File: config.mk
export PLATFORM = sky130hd
export DESIGN_NAME = json_byte_tokenizer
export DESIGN_NICKNAME = d
export VERILOG_FILES = /design/src/hdl/jbt_pkg.sv /design/src/hdl/jbt_scan.sv /design/src/hdl/jbt_outq.sv /design/src/hdl/json_byte_tokenizer.sv
export SDC_FILE = /design/constraint.sdc
export NUM_CORES = 1
export LEC_CHECK = 0
export ABC_AREA = 1
export BUFFER_PORTS_ARGS = -buffer_cell sky130_fd_sc_hd__clkbuf_2
export CORE_AREA = 5 5 149 151
export DETAILED_ROUTE_END_ITERATION = 8
export DIE_AREA = 0 0 154 156
export GPL_ROUTABILITY_DRIVEN = 0
export GPL_TIMING_DRIVEN = 1
export HOLD_SLACK_MARGIN = 0.06
export PLACE_DENSITY_LB_ADDON = 0.3
export SLEW_MARGIN = 10
export SYNTH_ARGS = -nofsm -noshare
export SYNTH_HDL_FRONTEND = slang
export SYNTH_HIERARCHICAL = 1
export SYNTH_SLANG_ARGS = --single-unit
export TNS_END_PERCENT = 20
File: constraint.sdc
create_clock -name clk -period 5.5 [get_ports clk]
set_input_delay 0.275 -clock clk [delete_from_list [all_inputs] [get_ports clk]]
set_output_delay 0.275 -clock clk [all_outputs]
set_load 0.02 [all_outputs]
File: src/hdl/jbt_pkg.sv
// Package for the JSON byte tokenizer: token and bundle types, character
// codes, scan modes and position helpers. No dependencies.
`default_nettype none

package jbt_pkg;

  // Position counter saturates at this many bytes
  localparam int unsigned MAX_TEXT_BYTES = 65536;
  localparam int unsigned POS_W   = $clog2(MAX_TEXT_BYTES + 1);
  localparam int unsigned START_W = 16;
  localparam int unsigned LEN_W   = 17;
  localparam int unsigned EXT_W   = ((POS_W > START_W) ? POS_W : START_W) + 1;
  localparam logic [POS_W-1:0] MAX_POS = POS_W'(MAX_TEXT_BYTES);

  // Scan modes
  localparam logic [1:0] MODE_IDLE = 2'd0;
  localparam logic [1:0] MODE_STR  = 2'd1;
  localparam logic [1:0] MODE_ESC  = 2'd2;
  localparam logic [1:0] MODE_BARE = 2'd3;

  // Token kinds
  localparam logic [2:0] KIND_STRING = 3'd0;
  localparam logic [2:0] KIND_SIGN   = 3'd1;
  localparam logic [2:0] KIND_BARE   = 3'd2;
  localparam logic [2:0] KIND_ERROR  = 3'd3;
  localparam logic [2:0] KIND_END    = 3'd4;

  // Character codes
  localparam logic [7:0] CH_QUOTE  = 8'h22;
  localparam logic [7:0] CH_BSLASH = 8'h5C;
  localparam logic [7:0] CH_SPACE  = 8'h20;
  localparam logic [7:0] CH_TAB    = 8'h09;
  localparam logic [7:0] CH_LF     = 8'h0A;
  localparam logic [7:0] CH_CR     = 8'h0D;
  localparam logic [7:0] CH_LBRACE = 8'h7B;
  localparam logic [7:0] CH_RBRACE = 8'h7D;
  localparam logic [7:0] CH_LBRACK = 8'h5B;
  localparam logic [7:0] CH_RBRACK = 8'h5D;
  localparam logic [7:0] CH_COLON  = 8'h3A;
  localparam logic [7:0] CH_COMMA  = 8'h2C;

  typedef struct packed {
    logic [2:0]         kind;
    logic [START_W-1:0] start;
    logic [LEN_W-1:0]   length;
    logic [7:0]         sign;
  } token_t;

  // Up to three tokens caused by one byte
  typedef struct packed {
    logic [1:0]       cnt;
    token_t [2:0]     tok;
  } bundle_t;

  function automatic logic is_blank(input logic [7:0] c);
    return (c == CH_SPACE) || (c == CH_TAB) || (c == CH_LF) || (c == CH_CR);
  endfunction

  function automatic logic is_sign(input logic [7:0] c);
    return (c == CH_LBRACE) || (c == CH_RBRACE) || (c == CH_LBRACK) ||
           (c == CH_RBRACK) || (c == CH_COLON) || (c == CH_COMMA);
  endfunction

  // Clamp a position to the 16-bit start field
  function automatic logic [START_W-1:0] clamp16(input logic [POS_W-1:0] v);
    logic [EXT_W-1:0] ve;
    ve = EXT_W'(v);
    return (ve > EXT_W'(16'hFFFF)) ? {START_W{1'b1}} : ve[START_W-1:0];
  endfunction

  // Distance from a stored start to an end position, floored at zero
  function automatic logic [LEN_W-1:0] span(input logic [POS_W-1:0]   endpos,
                                            input logic [START_W-1:0] st);
    logic [EXT_W-1:0] e;
    logic [EXT_W-1:0] s;
    logic [EXT_W-1:0] d;
    e = EXT_W'(endpos);
    s = EXT_W'(st);
    d = e - s;
    if (e < s) return '0;
    else if (d > EXT_W'(17'h1FFFF)) return {LEN_W{1'b1}};
    else return d[LEN_W-1:0];
  endfunction

  function automatic token_t make_tok(input logic [2:0] kind,
                                      input logic [START_W-1:0] st,
                                      input logic [LEN_W-1:0] len,
                                      input logic [7:0] sc);
    token_t t;
    t.kind   = kind;
    t.start  = st;
    t.length = len;
    t.sign   = sc;
    return t;
  endfunction

endpackage

`default_nettype wire

File: src/hdl/jbt_scan.sv
// Scanner: holds position, mode and open token start; classifies each
// request byte and forms the bundle of tokens it closes. Uses jbt_pkg.
`default_nettype none

module jbt_scan (
  input  wire logic            clk,
  input  wire logic            rst,
  input  wire logic            acc,
  input  wire logic [7:0]      data_byte,
  input  wire logic            last_byte,
  output jbt_pkg::bundle_t     bundle
);
  import jbt_pkg::*;

  logic [POS_W-1:0]   pos;
  logic [1:0]         mode;
  logic [START_W-1:0] start;

  logic [POS_W-1:0]   pos_next;
  logic [1:0]         mode_next;
  logic [START_W-1:0] start_next;

  logic [POS_W-1:0]   nxt;
  logic [POS_W:0]     pos_inc;
  logic [1:0]         mode_mid;
  logic [START_W-1:0] start_mid;
  logic [1:0]         n;
  token_t [2:0]       tok;
  logic               blank;
  logic               sign;

  assign blank   = is_blank(data_byte);
  assign sign    = is_sign(data_byte);
  assign pos_inc = {1'b0, pos} + {{POS_W{1'b0}}, 1'b1};
  assign nxt     = (pos_inc < {1'b0, MAX_POS}) ? pos_inc[POS_W-1:0] : MAX_POS;

  // Classify the byte and collect closed tokens
  always_comb begin
    mode_mid  = mode;
    start_mid = start;
    n         = 2'd0;
    tok       = '0;
    unique case (mode)
      MODE_IDLE: begin
        if (data_byte == CH_QUOTE) begin
          start_mid = clamp16(nxt);
          mode_mid  = MODE_STR;
        end else if (sign) begin
          tok[n] = make_tok(KIND_SIGN, clamp16(pos), LEN_W'(1), data_byte);
          n      = n + 2'd1;
        end else if (!blank) begin
          start_mid = clamp16(pos);
          mode_mid  = MODE_BARE;
        end
      end
      MODE_STR: begin
        if (data_byte == CH_QUOTE) begin
          tok[n]   = make_tok(KIND_STRING, start, span(pos, start), 8'h00);
          n        = n + 2'd1;
          mode_mid = MODE_IDLE;
        end else if (data_byte == CH_BSLASH) begin
          mode_mid = MODE_ESC;
        end
      end
      MODE_ESC: begin
        mode_mid = MODE_STR;
      end
      MODE_BARE: begin
        if (blank || sign) begin
          tok[n] = make_tok(KIND_BARE, start, span(pos, start), 8'h00);
          n      = n + 2'd1;
          if (sign) begin
            tok[n] = make_tok(KIND_SIGN, clamp16(pos), LEN_W'(1), data_byte);
            n      = n + 2'd1;
          end
          mode_mid = MODE_IDLE;
        end
      end
      default: begin
        mode_mid = MODE_IDLE;
      end
    endcase

    // Close the text on the last byte
    if (last_byte) begin
      if (mode_mid == MODE_BARE) begin
        tok[n] = make_tok(KIND_BARE, start_mid, span(nxt, start_mid), 8'h00);
        n      = n + 2'd1;
        tok[n] = make_tok(KIND_END, '0, '0, 8'h00);
        n      = n + 2'd1;
      end else if (mode_mid == MODE_STR || mode_mid == MODE_ESC) begin
        tok[n] = make_tok(KIND_ERROR, start_mid, span(nxt, start_mid), 8'h00);
        n      = n + 2'd1;
      end else begin
        tok[n] = make_tok(KIND_END, '0, '0, 8'h00);
        n      = n + 2'd1;
      end
    end

    bundle.cnt = n;
    bundle.tok = tok;
  end

  // Next scan state: return to reset values after the last byte
  always_comb begin
    pos_next   = pos;
    mode_next  = mode;
    start_next = start;
    if (acc) begin
      if (last_byte) begin
        pos_next   = '0;
        mode_next  = MODE_IDLE;
        start_next = '0;
      end else begin
        pos_next   = nxt;
        mode_next  = mode_mid;
        start_next = start_mid;
      end
    end
  end

  always_ff @(posedge clk) begin
    if (rst) begin
      pos   <= '0;
      mode  <= MODE_IDLE;
      start <= '0;
    end else begin
      pos   <= pos_next;
      mode  <= mode_next;
      start <= start_next;
    end
  end

  a_last_restarts: assert property (@(posedge clk) disable iff (rst)
    acc && last_byte |=> (mode == MODE_IDLE) && (pos == '0) && (start == '0))
    else $error("scan state not cleared after last byte");

  a_last_gives_result: assert property (@(posedge clk) disable iff (rst)
    last_byte |-> bundle.cnt != 2'd0)
    else $error("last byte produced no result");

  a_pos_saturates: assert property (@(posedge clk) disable iff (rst)
    pos <= MAX_POS)
    else $error("position beyond saturation limit");

endmodule

`default_nettype wire

File: src/hdl/jbt_outq.sv
// Result register: holds the token bundle of one byte and hands the tokens
// out one per cycle while out_ready is high, marking the last one. Uses jbt_pkg.
`default_nettype none

module jbt_outq (
  input  wire logic                          clk,
  input  wire logic                          rst,
  input  wire logic                          in_valid,
  output logic                               in_ready,
  input  wire jbt_pkg::bundle_t              bundle,
  output logic                               out_valid,
  input  wire logic                          out_ready,
  output jbt_pkg::token_t                    tok_out,
  output logic                               run_end
);
  import jbt_pkg::*;

  logic [1:0]   cnt;
  logic [1:0]   idx;
  token_t [2:0] tok;

  logic [1:0]   cnt_next;
  logic [1:0]   idx_next;
  logic         take;
  logic         last_take;
  logic         load;

  assign out_valid = (cnt != 2'd0);
  assign run_end   = (idx == (cnt - 2'd1));
  assign tok_out   = tok[idx];
  assign take      = out_valid && out_ready;
  assign last_take = take && run_end;
  assign in_ready  = (cnt == 2'd0) || last_take;
  assign load      = in_valid && in_ready && (bundle.cnt != 2'd0);

  // Load a new bundle, advance, or drop the drained one
  always_comb begin
    cnt_next = cnt;
    idx_next = idx;
    if (load) begin
      cnt_next = bundle.cnt;
      idx_next = 2'd0;
    end else if (last_take) begin
      cnt_next = 2'd0;
      idx_next = 2'd0;
    end else if (take) begin
      idx_next = idx + 2'd1;
    end
  end

  always_ff @(posedge clk) begin
    if (rst) begin
      cnt <= 2'd0;
      idx <= 2'd0;
    end else begin
      cnt <= cnt_next;
      idx <= idx_next;
    end
  end

  // Payload: no reset needed
  always_ff @(posedge clk) begin
    if (load) begin
      tok <= bundle.tok;
    end
  end

  a_idx_in_range: assert property (@(posedge clk) disable iff (rst)
    (cnt != 2'd0) |-> (idx < cnt))
    else $error("read index beyond bundle count");

  a_advance: assert property (@(posedge clk) disable iff (rst)
    take && !last_take |=> (idx == $past(idx) + 2'd1) && (cnt == $past(cnt)))
    else $error("read index did not advance by one");

  a_hold_on_stall: assert property (@(posedge clk) disable iff (rst)
    out_valid && !out_ready |=> (idx == $past(idx)) && (cnt == $past(cnt)))
    else $error("bundle changed while result stalled");

endmodule

`default_nettype wire

File: src/hdl/json_byte_tokenizer.sv
// Top level of the JSON byte tokenizer: scanner feeding a result register.
// Depends on jbt_pkg, jbt_scan and jbt_outq.
//
//   channel  direction  handshake            payload
//   input    sink       in_valid / in_ready  data_byte, last_byte
//   output   source     out_valid/out_ready  token_kind, token_offset,
//                                            token_length, sign_char, run_end
//
// One byte is taken per cycle while in_ready is high; its tokens appear the cycle after acceptance.
// A byte that closes tokens holds its bundle in the result register until
// its last token is taken; in_ready stays low until that token is taken.
// Bytes that close no token pass straight through the scanner with no
// output-side cost unless earlier tokens are still waiting.
// rst (synchronous) clears position, scan mode and the result register.
`default_nettype none

module json_byte_tokenizer (
  input  wire logic        clk,
  input  wire logic        rst,
  input  wire logic        in_valid,
  output logic             in_ready,
  input  wire logic [7:0]  data_byte,
  input  wire logic        last_byte,
  output logic             out_valid,
  input  wire logic        out_ready,
  output logic [2:0]       token_kind,
  output logic [15:0]      token_offset,
  output logic [16:0]      token_length,
  output logic [7:0]       sign_char,
  output logic             run_end
);
  import jbt_pkg::*;

  bundle_t bundle;
  token_t  tok_out;
  logic    acc;

  assign acc = in_valid && in_ready;

  jbt_scan u_scan (
    .clk       (clk),
    .rst       (rst),
    .acc       (acc),
    .data_byte (data_byte),
    .last_byte (last_byte),
    .bundle    (bundle)
  );

  jbt_outq u_outq (
    .clk       (clk),
    .rst       (rst),
    .in_valid  (in_valid),
    .in_ready  (in_ready),
    .bundle    (bundle),
    .out_valid (out_valid),
    .out_ready (out_ready),
    .tok_out   (tok_out),
    .run_end   (run_end)
  );

  assign token_kind   = tok_out.kind;
  assign token_offset = tok_out.start;
  assign token_length = tok_out.length;
  assign sign_char    = tok_out.sign;

endmodule

`default_nettype wire
==> results.md <==
- Status: finished, final reports clean
- WP data arrival: 5.11 ns
- Initial DRC Count: 1600
- Register Area: 0.004746 mm^2
- Initial core utilization: 54.26%
- Worst Hold Path EP: u_outq/tok[6]$_DFFE_PP_
- CP Max Fanout: 24
- P&R area growth vs syn: 9.686%
- RSZ-0062 raised after global routing: false
- PD cells: around 290 mW/mm^2
- Layout fillers: 1920
- Number of max-cap violations: 0
- Cell variety after synth: 53
- Num CTS Buffers: 17
- Clk pin slew, worst setup/hold paths: 0.07 ns
- Startpoint Class: register
- Vias in the first global route: between 9000 and 10000
- Synthesized area per cell: 7.616 um^2
- Share of layout cells above drive strength 1: a little over a tenth
- First-pass GRT wire length: 51170 um
- Yosys top cell area share: about a third
- LEAKAGE: 0.005036 uW
- IO Pins: 60
- Area occupied by multi-input gates: 0.005595 mm^2
- WHS Path Cells: 3
- Reg-to-reg setup timing slack: 0.57 ns
- Combinational power share: 22.2%
- FF-to-FF path depth: 26
- Top post-synthesis cells by area: edfxtp_1 (35%), nand2_1 (9.7%), nor2_1 (7.0%), dfxtp_1 (7.0%), o21ai_0 (6.9%)
- CTS Root Cell: clkbuf_16
- Post-Syn Instances: between 1000 and 1500
- Largest net degree at the start of global routing: 118
- Grt total ovfl: 0
- Hpwl dp: 23230 um
- Iteration count of the initial detailed-routing pass: 6
- Sequential-to-total area share from yosys stat: 42.26%
- Crit end category: register
- EDFF count, synth: 132
- Drt drc: 0
- Top post-synthesis cells by count: nand2_1 (290), nor2_1 (210), o21ai_0 (154), edfxtp_1 (132), inv_1 (132)
- Clock share of power: 34.4%
- Worst Tran Pin Value: 1.137 ns
- Main synth FF type: edfxtp_1
- Buffers added on ports: roughly 60
- Hold Violations, Final: 0
- Antenna Nets Post-Route: 0
- ANT cells: 0
- GRT Total Usage: 26.54%
- Setup Skew: 0.009925 ns
- Data required, critical path: 5.68 ns
- Fmax: around 200 MHz
- Setup TNS: 0 ns
- Final WS setup: roughly 0.57 ns
- CTS tree: yes
- Worst slack, placed: 0.7389 ns
- Num rows: 53
- # Post-CTS Setup Buffers: 0
- Post-synth ARST share: 0%
- Hold Path Origin: data_byte[6]
- Hold buffers post-CTS: 0
- Chip Width: 154 um
- Fin crit share: 89.66%
- Clk_lat worst skew: about 0.44 ns
- Vias: 10630
- Seq cells post-synth: 171
- Internal power: 2414 uW
- Vias per cell: between 5 and 6
- Core Box Area: 0.02069 mm^2
- Mapped Area: 0.01123 mm^2
- Switch Pwr: roughly 1100 uW
- Worst r2r dst: u_outq/tok[56]$_DFFE_PP_
- Hold WC Path Type: in2reg
- Clock sinks: 171
- Final min period: 4.931 ns
- Slew HR: 23.93%
- Initial antenna violation count: 0
- Maximum VDD drop: 0.2216 mV
- Die height: 156 um
- Max Slew Vio Count: 0
- DIE AREA: 0.02402 mm^2
- CTS max path bufs: 2
- Post-DR wirelength/cell: 17.94 um
- Sequential Power Share: 43.4%
- Count leader, synth: nand2_1
- H-tree depth: 4
- Cell taking the most area after synthesis: edfxtp_1
- Drt total wl: around 32000 um
- Net Sw Frac: 32.20%
- Warnings, synthesis: 6
- Fin nets: 1562
- Final number of setup-violating endpoints: 0
- CTS resizes: 0
- Setup CP Type: reg2reg
- Worst reg2reg path startpoint: u_scan/pos[1]$_SDFFE_PP0P_
-- flip-flops by register name (all words and copies together), names as in the netlist --
register,cells
u_outq/idx,2
u_scan/pos,17
u_outq/cnt,2
u_scan/mode,2
u_scan/start,16
u_outq/tok,132
-- kinds of logic (layout without fill, tap and decap cells) --
kind of cell	Yosys count	in the layout	synth area share, %
AO/OA/AOI/OAI	346	346	17.11
XOR/XNOR	30	30	2.341
buffers and inverters	220	256	8.214
flip-flops	171	171	42.26
AND/OR/NAND/NOR	663	663	25.18
adder cells (fa/ha/maj)	43	43	4.860
other	1	10	0.03341
-- worst max path at each step --
stage	from	endpoint	slack, ns	depth (start not counted)
after floorplan	data_byte[1]	u_outq/tok[0]$_DFFE_PP_	0.05	18
after global placement	u_scan/pos[1]$_SDFFE_PP0P_	u_outq/tok[19]$_DFFE_PP_	0.90	28
after detailed placement	u_scan/pos[1]$_SDFFE_PP0P_	u_outq/tok[56]$_DFFE_PP_	0.74	28
after CTS	u_scan/pos[1]$_SDFFE_PP0P_	u_outq/tok[56]$_DFFE_PP_	0.70	28
after global routing	u_scan/pos[0]$_SDFFE_PP0P_	u_outq/tok[56]$_DFFE_PP_	0.02	26
final	u_scan/pos[1]$_SDFFE_PP0P_	u_outq/tok[56]$_DFFE_PP_	0.57	26
-- per-stage QoR --
stage / cells / utilization (%) / cell area [um^2] / hold slack (ns) / total power, uW
after CTS: 1794 / 59.51 / 12310 / 0.1682 / 3567
after global routing: 1794 / 59.51 / 12310 / 0.1935 / 3719
final: 1794 / 59.51 / 12310 / 0.1796 / 3560
after global placement: 1762 / 56.65 / 11720 / 0.4549 / 2337
after detailed placement: 1762 / 56.65 / 11720 / 0.4603 / 2351
after floorplan: 1483 / - / 11260 / 0.4428 / 2151
-- worst max-delay path, stage by stage, from the launching register on --
cell and delay (ns):
dfxtp_1 0.46, ha_1 0.21, nand2_1 0.09, inv_1 0.10, nand2_1 0.09, nor3_1 0.15, inv_1 0.10, nor2_1 0.10
ha_1 0.17, nand2_2 0.15, inv_1 0.26, o21ai_0 0.13, a21oi_1 0.24, o221ai_1 0.13, o21ai_0 0.13, inv_1 0.17
ha_1 0.39, nand2_1 0.12, o21ai_0 0.14, nand3_1 0.10, a21oi_1 0.06, a211oi_1 0.38, nand3_4 0.32, inv_2 0.27
a21oi_2 0.06, inv_1 0.09, nor2_1 0.04
-- cells in the final DEF (no fill, tap or decap), types with 5 or more instances in the layout --
cell       count
a22oi_1        6
conb_1        10
o21ai_1        8
xor2_1        17
a21oi_2        7
nand2_2        9
nand2_1      290
buf_4         23
nor2_1       209
dfxtp_1       38
a21oi_1      102
nor2_2         5
clkbuf_16     17
a2bb2oi_1      7
o22ai_1       33
a31oi_1        5
nand3_2        6
edfxtp_1     132
nand3_1      102
inv_1        131
nand2_4        5
xnor2_1       13
nor3_1        14
nand4_1       11
clkbuf_2      59
o21ai_0      154
ha_1          42
-- power groups by stage --
stage | logic (uW) | clock network, uW | registers, uW
2_1_floorplan | 575 | 0 | 1580
3_3_place_gp | 767 | 0 | 1570
3_5_place_dp | 778 | 0 | 1570
4_1_cts | 783 | 1240 | 1550
5_1_grt | 868 | 1300 | 1550
6_report | 789 | 1230 | 1550
-- final cells by class --
class	instances	area share, %
tap	275	2.794
clock inverter	14	1.321
clock buffer	18	3.485
multi-input combinational	1092	45.44
sequential	171	38.54
inverter	140	4.288
timing repair buffer	84	4.126
-- layer usage --
| metal | GRT usage (%) | part of all wire, % | vias up |
|---|---|---|---|
| met2 | 43.37 | 47 | 571 |
| met5 | 0 | 0 | - |
| met1 | 34.95 | 40 | 4894 |
| li1 | - | - | 5050 |
| met4 | 11.73 | 4.1 | 0 |
| met3 | 4.411 | 9.1 | 113 |
(Power assumes the default switching activity.)
